==> src/hdl/thp_pkg.sv <==
`timescale 1ns / 1ps
// ----------------------------------------------------------------------------
// thp_pkg: shared types and constants of the theme header parser
// Event codes, status codes, the event record passed from the parsing
// front end to the output stage, and the resource slot mapping.
// ----------------------------------------------------------------------------
package thp_pkg;

  localparam int KIND_W   = 3;
  localparam int INDEX_W  = 7;
  localparam int VALUE_W  = 32;
  localparam int SLOT_W   = 2;
  localparam int STATUS_W = 2;
  localparam int SUM_W    = 16;

  // Event kinds
  localparam logic [KIND_W-1:0] EV_SIZE  = 3'd0;
  localparam logic [KIND_W-1:0] EV_TYPE  = 3'd1;
  localparam logic [KIND_W-1:0] EV_CHAR  = 3'd2;
  localparam logic [KIND_W-1:0] EV_END   = 3'd3;
  localparam logic [KIND_W-1:0] EV_DONE  = 3'd4;
  localparam logic [KIND_W-1:0] EV_ERROR = 3'd5;

  // Status codes
  localparam logic [STATUS_W-1:0] ST_OK          = 2'd0;
  localparam logic [STATUS_W-1:0] ST_BAD_VERSION = 2'd1;
  localparam logic [STATUS_W-1:0] ST_BAD_COUNT   = 2'd2;
  localparam logic [STATUS_W-1:0] ST_BAD_SUM     = 2'd3;

  // Resource slots
  localparam logic [SLOT_W-1:0] SLOT_DESKTOP     = 2'd0;
  localparam logic [SLOT_W-1:0] SLOT_SCREENSAVER = 2'd1;
  localparam logic [SLOT_W-1:0] SLOT_RINGTONE    = 2'd2;
  localparam logic [SLOT_W-1:0] SLOT_NONE        = 2'd3;

  // Header constants
  localparam logic [7:0] HDR_VERSION   = 8'h10;
  localparam logic [7:0] HDR_MAX_COUNT = 8'h7F;
  localparam int         SIG_BYTES     = 3;

  typedef struct packed {
    logic [KIND_W-1:0]   kind;
    logic [INDEX_W-1:0]  index;
    logic [VALUE_W-1:0]  value;
    logic [STATUS_W-1:0] status;
    logic [SUM_W-1:0]    sum;
  } evt_t;

  localparam int EVT_W = $bits(evt_t);

  function automatic logic [SLOT_W-1:0] type_slot(input logic [7:0] type_byte);
    logic [SLOT_W-1:0] slot;
    case (type_byte)
      8'd0:    slot = SLOT_DESKTOP;
      8'd1:    slot = SLOT_SCREENSAVER;
      8'd2:    slot = SLOT_RINGTONE;
      default: slot = SLOT_NONE;
    endcase
    return slot;
  endfunction

endpackage

==> src/hdl/thp_front.sv <==
`timescale 1ns / 1ps
// ----------------------------------------------------------------------------
// thp_front: header byte parser
// Takes one byte per cycle while the queue has room, tracks the header layout
// and the running byte sum, and produces at most one event record per byte.
// ----------------------------------------------------------------------------
module thp_front (
  input  logic               clk,
  input  logic               rst,
  input  logic               byte_valid,
  input  logic               queue_full,
  input  logic [7:0]         data_byte,
  input  logic               start_of_file,
  output logic               byte_ready,
  output logic               evt_push,
  output thp_pkg::evt_t      evt
);
  import thp_pkg::*;

  localparam logic [3:0] PH_WAIT    = 4'd0;
  localparam logic [3:0] PH_SIG     = 4'd1;
  localparam logic [3:0] PH_VERSION = 4'd2;
  localparam logic [3:0] PH_COUNT   = 4'd3;
  localparam logic [3:0] PH_SIZE    = 4'd4;
  localparam logic [3:0] PH_TYPE    = 4'd5;
  localparam logic [3:0] PH_NAME    = 4'd6;
  localparam logic [3:0] PH_CSUM    = 4'd7;
  localparam logic [3:0] PH_DONE    = 4'd8;

  logic [3:0]         phase, phase_next, phase_eff;
  logic [1:0]         field_cnt, field_cnt_next, field_cnt_eff;
  logic [INDEX_W-1:0] cur_entry, cur_entry_next, cur_entry_eff;
  logic [INDEX_W-1:0] entry_total, entry_total_next, entry_total_eff;
  logic [31:0]        size_acc, size_acc_next, size_acc_eff, size_shift;
  logic [SUM_W-1:0]   byte_sum, byte_sum_next, byte_sum_eff;
  logic [7:0]         sum_high, sum_high_next;
  logic               name_half, name_half_next, name_half_eff;
  logic               error_latched, error_next, error_eff;
  logic               accept, active, last_entry;
  logic [15:0]        stored_word;

  assign byte_ready = !queue_full;
  assign accept     = byte_valid && byte_ready;

  // A start byte wipes the parser before the byte itself is processed.
  assign phase_eff       = start_of_file ? PH_SIG : phase;
  assign field_cnt_eff   = start_of_file ? 2'd0 : field_cnt;
  assign cur_entry_eff   = start_of_file ? '0 : cur_entry;
  assign entry_total_eff = start_of_file ? '0 : entry_total;
  assign size_acc_eff    = start_of_file ? '0 : size_acc;
  assign byte_sum_eff    = start_of_file ? '0 : byte_sum;
  assign name_half_eff   = start_of_file ? 1'b0 : name_half;
  assign error_eff       = start_of_file ? 1'b0 : error_latched;

  assign active = !error_eff && (phase_eff != PH_WAIT) && (phase_eff != PH_DONE);
  assign last_entry  = ({1'b0, cur_entry_eff} + 8'd1) >= {1'b0, entry_total_eff};
  assign size_shift  = {size_acc_eff[23:0], data_byte};
  assign stored_word = {sum_high, data_byte};

  always_comb begin
    phase_next       = phase_eff;
    field_cnt_next   = field_cnt_eff;
    cur_entry_next   = cur_entry_eff;
    entry_total_next = entry_total_eff;
    size_acc_next    = size_acc_eff;
    byte_sum_next    = byte_sum_eff;
    sum_high_next    = start_of_file ? 8'd0 : sum_high;
    name_half_next   = name_half_eff;
    error_next       = error_eff;
    evt_push         = 1'b0;
    evt.kind         = EV_SIZE;
    evt.index        = cur_entry_eff;
    evt.value        = '0;
    evt.status       = ST_OK;

    if (active && phase_eff != PH_CSUM) begin
      byte_sum_next = byte_sum_eff + SUM_W'(data_byte);
    end

    if (active) begin
      unique case (phase_eff)
        PH_SIG: begin
          if (field_cnt_eff == 2'(SIG_BYTES - 1)) begin
            field_cnt_next = 2'd0;
            phase_next     = PH_VERSION;
          end else begin
            field_cnt_next = field_cnt_eff + 2'd1;
          end
        end
        PH_VERSION: begin
          if (data_byte != HDR_VERSION) begin
            error_next = 1'b1;
            phase_next = PH_WAIT;
            evt_push   = 1'b1;
            evt.kind   = EV_ERROR;
            evt.index  = '0;
            evt.value  = 32'(data_byte);
            evt.status = ST_BAD_VERSION;
          end else begin
            phase_next = PH_COUNT;
          end
        end
        PH_COUNT: begin
          if (data_byte > HDR_MAX_COUNT) begin
            error_next = 1'b1;
            phase_next = PH_WAIT;
            evt_push   = 1'b1;
            evt.kind   = EV_ERROR;
            evt.index  = '0;
            evt.value  = 32'(data_byte);
            evt.status = ST_BAD_COUNT;
          end else begin
            entry_total_next = data_byte[INDEX_W-1:0];
            cur_entry_next   = '0;
            field_cnt_next   = 2'd0;
            size_acc_next    = '0;
            phase_next       = (data_byte == 8'd0) ? PH_CSUM : PH_SIZE;
          end
        end
        PH_SIZE: begin
          if (field_cnt_eff != 2'd3) begin
            field_cnt_next = field_cnt_eff + 2'd1;
            size_acc_next  = size_shift;
          end else begin
            field_cnt_next = 2'd0;
            size_acc_next  = '0;
            if (last_entry) begin
              cur_entry_next = '0;
              phase_next     = PH_TYPE;
            end else begin
              cur_entry_next = cur_entry_eff + 1'b1;
            end
            evt_push  = 1'b1;
            evt.kind  = EV_SIZE;
            evt.value = size_shift;
          end
        end
        PH_TYPE: begin
          name_half_next = 1'b0;
          phase_next     = PH_NAME;
          evt_push       = 1'b1;
          evt.kind       = EV_TYPE;
          evt.value      = 32'(data_byte);
        end
        PH_NAME: begin
          if (!name_half_eff) begin
            name_half_next = 1'b1;
          end else begin
            name_half_next = 1'b0;
            evt_push       = 1'b1;
            if (data_byte != 8'd0) begin
              evt.kind  = EV_CHAR;
              evt.value = 32'(data_byte);
            end else begin
              evt.kind = EV_END;
              if (last_entry) begin
                cur_entry_next = '0;
                field_cnt_next = 2'd0;
                phase_next     = PH_CSUM;
              end else begin
                cur_entry_next = cur_entry_eff + 1'b1;
                phase_next     = PH_TYPE;
              end
            end
          end
        end
        PH_CSUM: begin
          if (field_cnt_eff == 2'd0) begin
            sum_high_next  = data_byte;
            field_cnt_next = 2'd1;
          end else begin
            field_cnt_next = 2'd0;
            evt_push       = 1'b1;
            evt.index      = '0;
            evt.value      = 32'(stored_word);
            if (stored_word != byte_sum_eff) begin
              error_next = 1'b1;
              phase_next = PH_WAIT;
              evt.kind   = EV_ERROR;
              evt.status = ST_BAD_SUM;
            end else begin
              phase_next = PH_DONE;
              evt.kind   = EV_DONE;
            end
          end
        end
        default: begin
          phase_next = PH_WAIT;
        end
      endcase
    end
    evt.sum = byte_sum_next;
    evt_push = evt_push && accept;
  end

  always_ff @(posedge clk) begin
    if (rst) begin
      phase         <= PH_WAIT;
      field_cnt     <= 2'd0;
      cur_entry     <= '0;
      entry_total   <= '0;
      size_acc      <= '0;
      byte_sum      <= '0;
      sum_high      <= 8'd0;
      name_half     <= 1'b0;
      error_latched <= 1'b0;
    end else if (accept) begin
      phase         <= phase_next;
      field_cnt     <= field_cnt_next;
      cur_entry     <= cur_entry_next;
      entry_total   <= entry_total_next;
      size_acc      <= size_acc_next;
      byte_sum      <= byte_sum_next;
      sum_high      <= sum_high_next;
      name_half     <= name_half_next;
      error_latched <= error_next;
    end
  end

  a_error_latches: assert property (@(posedge clk) disable iff (rst)
    evt_push && evt.kind == EV_ERROR |=> error_latched)
    else $error("error event did not latch the error flag");

  a_quiet_after_error: assert property (@(posedge clk) disable iff (rst)
    error_latched && !start_of_file |-> !evt_push)
    else $error("event produced while an error is latched");

  a_entry_in_range: assert property (@(posedge clk) disable iff (rst)
    (phase == PH_SIZE || phase == PH_TYPE || phase == PH_NAME) && !error_latched
      |-> cur_entry < entry_total)
    else $error("entry index ran past the entry count");

endmodule

==> src/hdl/thp_queue.sv <==
`timescale 1ns / 1ps
// ----------------------------------------------------------------------------
// thp_queue: event queue between parser and output stage
// Small first-in first-out buffer of event records, so that the parser and
// the output side stall independently.
// ----------------------------------------------------------------------------
module thp_queue #(
  parameter int DEPTH = 4
) (
  input  logic          clk,
  input  logic          rst,
  input  logic          push,
  input  thp_pkg::evt_t push_evt,
  input  logic          pop,
  output logic          full,
  output logic          not_empty,
  output thp_pkg::evt_t head_evt
);
  import thp_pkg::*;

  localparam int PTR_W = $clog2(DEPTH);
  localparam int CNT_W = $clog2(DEPTH + 1);

  evt_t             entries [DEPTH];
  logic [PTR_W-1:0] wr_ptr, rd_ptr;
  logic [CNT_W-1:0] count;

  assign full      = (count == CNT_W'(DEPTH));
  assign not_empty = (count != '0);
  assign head_evt  = entries[rd_ptr];

  always_ff @(posedge clk) begin
    if (push) begin
      entries[wr_ptr] <= push_evt;
    end
  end

  always_ff @(posedge clk) begin
    if (rst) begin
      wr_ptr <= '0;
      rd_ptr <= '0;
      count  <= '0;
    end else begin
      if (push) begin
        wr_ptr <= (wr_ptr == PTR_W'(DEPTH - 1)) ? '0 : wr_ptr + 1'b1;
      end
      if (pop) begin
        rd_ptr <= (rd_ptr == PTR_W'(DEPTH - 1)) ? '0 : rd_ptr + 1'b1;
      end
      if (push && !pop) begin
        count <= count + 1'b1;
      end else if (pop && !push) begin
        count <= count - 1'b1;
      end
    end
  end

  a_no_overflow: assert property (@(posedge clk) disable iff (rst)
    full |-> !push)
    else $error("push into a full queue");

  a_no_underflow: assert property (@(posedge clk) disable iff (rst)
    pop |-> not_empty)
    else $error("pop from an empty queue");

  a_count_tracks: assert property (@(posedge clk) disable iff (rst)
    push && !pop |=> count == $past(count) + 1'b1)
    else $error("queue count lost a push");

endmodule

==> src/hdl/thp_back.sv <==
`timescale 1ns / 1ps
// ----------------------------------------------------------------------------
// thp_back: event output stage
// Pulls event records from the queue, maps type bytes to resource slots and
// holds the formatted result in the output register.
// ----------------------------------------------------------------------------
module thp_back (
  input  logic          clk,
  input  logic          rst,
  input  logic          head_valid,
  input  thp_pkg::evt_t head_evt,
  output logic          pop,
  output logic          out_valid,
  input  logic          out_ready,
  output logic [2:0]    out_kind,
  output logic [63:0]   out_data
);
  import thp_pkg::*;

  logic [SLOT_W-1:0] slot;
  logic [2:0]        kind_reg;
  logic [63:0]       data_reg;

  assign pop  = head_valid && (!out_valid || out_ready);
  assign slot = (head_evt.kind == EV_TYPE) ? type_slot(head_evt.value[7:0]) : SLOT_NONE;

  always_ff @(posedge clk) begin
    if (rst) begin
      out_valid <= 1'b0;
    end else if (pop) begin
      out_valid <= 1'b1;
    end else if (out_ready) begin
      out_valid <= 1'b0;
    end
  end

  always_ff @(posedge clk) begin
    if (pop) begin
      kind_reg <= head_evt.kind;
      data_reg <= {5'd0, head_evt.sum, head_evt.status, slot, head_evt.value,
                   head_evt.index};
    end
  end

  assign out_kind = kind_reg;
  assign out_data = data_reg;

endmodule

==> src/hdl/theme_header_parser.sv <==
`timescale 1ns / 1ps
// ----------------------------------------------------------------------------
// theme_header_parser: streaming parser for a theme container header
// Top level: parser front end, event queue and output register.
// ----------------------------------------------------------------------------
// The block takes one header byte per cycle and produces at most one event
// per byte; with a ready sink it sustains one byte every clock. An event
// is written into the event queue when its byte is accepted and is then
// loaded into the output register once that register is free. The input
// stalls only when the event queue of QUEUE_DEPTH records is full because
// the sink holds off.
// Bytes before the first start flag, after an error and after the header
// done event produce nothing until the next start flag.
module theme_header_parser #(
  parameter int QUEUE_DEPTH = 4
) (
  input  logic        clk,
  input  logic        rst,
  input  logic        s_tvalid,
  output logic        s_tready,
  input  logic [7:0]  s_tdata,   // [7:0] data_byte
  input  logic        s_tuser,   // [0] start_of_file
  output logic        m_tvalid,
  input  logic        m_tready,
  output logic [63:0] m_tdata,   // [6:0] entry_index, [38:7] event_value,
                                 // [40:39] resource_slot, [42:41] status_code,
                                 // [58:43] computed_sum, [63:59] zero
  output logic [2:0]  m_tuser    // [2:0] event_kind
);
  import thp_pkg::*;

  logic queue_full, queue_not_empty, evt_push, evt_pop;
  evt_t push_evt, head_evt;

  thp_front u_front (
    .clk           (clk),
    .rst           (rst),
    .byte_valid    (s_tvalid),
    .queue_full    (queue_full),
    .data_byte     (s_tdata),
    .start_of_file (s_tuser),
    .byte_ready    (s_tready),
    .evt_push      (evt_push),
    .evt           (push_evt)
  );

  thp_queue #(
    .DEPTH (QUEUE_DEPTH)
  ) u_queue (
    .clk       (clk),
    .rst       (rst),
    .push      (evt_push),
    .push_evt  (push_evt),
    .pop       (evt_pop),
    .full      (queue_full),
    .not_empty (queue_not_empty),
    .head_evt  (head_evt)
  );

  thp_back u_back (
    .clk        (clk),
    .rst        (rst),
    .head_valid (queue_not_empty),
    .head_evt   (head_evt),
    .pop        (evt_pop),
    .out_valid  (m_tvalid),
    .out_ready  (m_tready),
    .out_kind   (m_tuser),
    .out_data   (m_tdata)
  );

endmodule

==> config.mk <==
export PLATFORM = sky130hd
export DESIGN_NAME = theme_header_parser
export DESIGN_NICKNAME = d
export VERILOG_FILES = /design/src/hdl/thp_pkg.sv /design/src/hdl/thp_front.sv /design/src/hdl/thp_queue.sv /design/src/hdl/thp_back.sv /design/src/hdl/theme_header_parser.sv
export SDC_FILE = /design/constraint.sdc
export NUM_CORES = 1
export LEC_CHECK = 0
export BUFFER_PORTS_ARGS = -buffer_cell sky130_fd_sc_hd__buf_2
export CAP_MARGIN = 10
export CELL_PAD_IN_SITES_DETAIL_PLACEMENT = 1
export CELL_PAD_IN_SITES_GLOBAL_PLACEMENT = 2
export CORE_MARGIN = 2
export CORE_UTILIZATION = 43
export DETAILED_ROUTE_END_ITERATION = 16
export MAX_ROUTING_LAYER = met4
export PLACE_DENSITY = 0.82
export SETUP_SLACK_MARGIN = 0.3
export SLEW_MARGIN = 20
export SYNTH_ARGS = -nofsm -noshare
export SYNTH_HDL_FRONTEND = slang
export SYNTH_SLANG_ARGS = --single-unit
==> constraint.sdc <==
create_clock -name clk -period 5.7 [get_ports clk]
set_input_delay 0 -clock clk [delete_from_list [all_inputs] [get_ports clk]]
set_output_delay 0 -clock clk [all_outputs]
set_load 0.02 [all_outputs]
==> results.cfg <==
[status]
status = complete, no violations

[floorplanning]
num_rows = 69
die_area_mm2 = 0.0380
pin_count = 82
die_y_um = 195
dieWidth_um = 195
core_area_mm2 = 0.0357
start_util = 0.439

[critical_path]
cp_data_required_time_ns = 6.18
rr_worst_depth = 10
cpLargestDelayFamily = compound AO/OA/AOI/OAI gates
worstSetupEndpointType = register
critPathKind = register to register
cpPeakStageDelay_ns = 0.70
cp-start-kind = register
r2r_slack_ns = 2.01
path_cells = nor2b_1 > and2_1 > a21boi_0 > a211oi_2 > ha_1 > inv_1 > fa_1 > xor2_1 > or3_1 > a21oi_1
crit_buf_inv = 1
crit_path_start = u_front.phase[1]
worstSetupPathDepth = 10
r2r_end = u_queue.count[2]
cp.arrival_ns = 4.17
cp_max_fo = 19
cp_slowest_cell = dfxtp_1
r2r-start = u_front.phase[1]

[clock_tree]
numCtsBuffers = 41
post_cts_buffers = 0
clock_latency_ns = 0.57
clock-sinks = 382
htreeDepth = 2
cts_tree = done
cts.reportedPaths.clkPinSlew_ns = 0.05
root_buffer = clkbuf_16
clock_path_buffers = 3

[yosys]
synth_top_family_by_area = multiplexers
muxShareOfSynthArea = 0.0942
yosys.area_share.adder = 0.0241
synth_area_per_cell_um2 = 15.4
ys.flop_type = edfxtp_1
netlist_area_mm2 = 0.0157
synth-async-reset-ratio = 0
synth_top_area_share = 0.578
synth_seq_cells = 382
synth-simple-area-share = 0.0884
synthXorXnorAreaFrac = 0.0128
yosysWarningCount = 0
synth_seq_area_share = 0.680
synth_area_leaders = edfxtp_1 58%, dfxtp_1 10%, mux4_2 8.6%
syn_inst = 1017
synth_compound_area_frac = 0.0780
synth_area_leader_cell = edfxtp_1
synth-edff-count = 302
ys_types = 73

[global_routing]
antenna_found_initial = 0
grt_start_max_net_pins = 65
grt_use_total = 0.205
grt_overflow = 0
grt_first_pass_wirelength_um = 57400
grt_pass1_vias = 9543

[layout]
area_growth_pct = 14.9
layout.nets = 1154
drive_gt1_frac = 0.209
fin_cells = 1606
diodes = 0
utilization = 0.504

[sta]
hold_viol = 0
slew_headroom = 0.226
worst_pin_slew_ns = 1.16
min_period_over_period = 0.647
max_clock_freq_ghz = 0.271
post-route-min-period_ns = 3.69
rsz0062_at_grt = no
finalSetupTns_ns = 0
finalMaxSlewViolations = 0
setup_viol_count_final = 0
skew_ns = 0.0248

[min_path]
whs_endpoint = u_front.entry_total[2]
min_path_cells = 3
hold_path_class = input port to register
worstHoldStart = rst

[pwr]
power.density_mw_per_mm2 = 422
p_leak_uw = 0.00621
ir_drop_mv = 0.475
power_uw = 7600

[drt]
drc = 0
totalWireLength_um = 36600
wl_per_cell_um = 22.8
dr.first_iter.drc_count = 592
num_vias = 9060
dr.pass1.iters = 4
drtAntennaViolNets = 0
via_per_inst = 5.64

[flow_run]
maxCapViolCount = 0

[placed_design]
io_buffers = 76
place.gp.congestion = 0.892
dp_hpwl_um = 23200
dp.cells = 1520
worst register-to-register path: stages, from the launching register on:
cell and delay (ns):
dfxtp_1 0.70, nor2b_1 0.36, and2_1 0.24, a21boi_0 0.21, a211oi_2 0.64, ha_1 0.30, inv_1 0.08, fa_1 0.45
xor2_1 0.18, or3_1 0.31, a21oi_1 0.14
cell usage after synthesis, types with 5 or more instances:
master    instances
a22o_1           39
inv_1            20
buf_2            17
nand2b_1          5
mux2_2            5
nor3_1           15
o21ai_0          25
o21ai_1           5
nor2b_1          16
and2_1           34
or2_2             6
or3_1            10
a211oi_1          5
mux2i_1           7
a22oi_1           9
ha_1             27
edfxtp_1        302
dfxtp_1          80
nand2_1          69
xor2_1           13
a21o_1            8
a31oi_1          11
nand3_1          19
mux4_2           60
o211ai_1          8
clkbuf_1         21
buf_4             5
a21oi_1          29
xnor2_1          10
nor2_1           54
how the worst max path moves through the flow:
stage                             to  slack [ns]
floorplan           u_queue.count[2]        0.57
global placement    u_queue.count[2]        2.14
detailed placement  u_queue.count[2]        2.04
CTS                 u_queue.count[2]        2.03
global route        u_queue.count[2]        1.71
finish              u_queue.count[2]        2.01
kinds of logic (layout without fill, tap and decap cells):
family                   after synthesis  after routing
XOR/XNOR                              23             23
buffers and inverters                 72            196
flip-flops                           382            382
adder cells (fa/ha/maj)               29             29
AO/OA/AOI/OAI                        173            173
AND/OR/NAND/NOR                      265            265
other                                  1              5
multiplexers                          72             72
cell usage in the layout (no fill, tap or decap), drive strengths merged, types with 11 or more instances in the layout:
cell type / n
a21oi: 30
a22o: 39
a31oi: 11
and2: 34
buf: 89
clkbuf: 61
clkinv: 12
dfxtp: 80
edfxtp: 302
ha: 27
inv: 22
mux4: 60
nand2: 69
nand3: 19
nor2: 56
nor2b: 16
nor3: 16
o21ai: 30
or3: 11
xor2: 13
metrics by stage:
step | hold slack, ns | setup slack, ns | cell area (um^2)
after floorplan | 0.125 | 0.570 | 15700
after global placement | 0.309 | 2.14 | 16500
after detailed placement | 0.321 | 2.04 | 16500
after CTS | 0.0228 | 2.03 | 18000
after global routing | 0.0542 | 1.71 | 18000
final | 0.0270 | 2.01 | 18000
timing repair:
item                                   4_1_cts  5_1_grt
endpoints found under the hold margin       34        0
gates resized for setup                      0        0
hold buffers                                10        0
power by group:
group | internal, uW | switching [uW]
combinational | 499 | 886
clock | 1580 | 1090
sequential | 3380 | 169
total | 5460 | 2140
per-layer routing:
layer,global-route usage,vias to the layer above,part of all wire
li1,-,4140,-
met1,0.254,4670,0.42
met4,0.0673,0,0.029
met3,0.0378,64,0.041
met5,-,-,0
met2,0.340,186,0.51
area by class of cell:
type                            count  area, um^2
Clock buffer                       61        1220
Timing Repair Buffer               99         603
Inverter                           21        78.8
Fill cell                        3466       17700
Multi-Input combinational cell    567        4700
Clock inverter                     15         155
Sequential cell                   382       10700
Tap cell                          461         577
sequential cells by signal, summed over array words and instances, names as in the netlist, named ones only:
signal / flops
u_front.name_half: 1
u_back.out_valid: 1
u_back.out_data: 59
u_front.size_acc: 24
u_queue.entries: 240
u_queue.count: 3
u_front.byte_sum: 16
u_front.cur_entry: 7
u_front.phase: 4
u_front.sum_high: 8
u_front.error_latched: 1
u_queue.wr_ptr: 2
u_back.out_kind: 3
u_queue.rd_ptr: 2
u_front.entry_total: 7
u_front.field_cnt: 2
(Power assumes the default switching activity.)
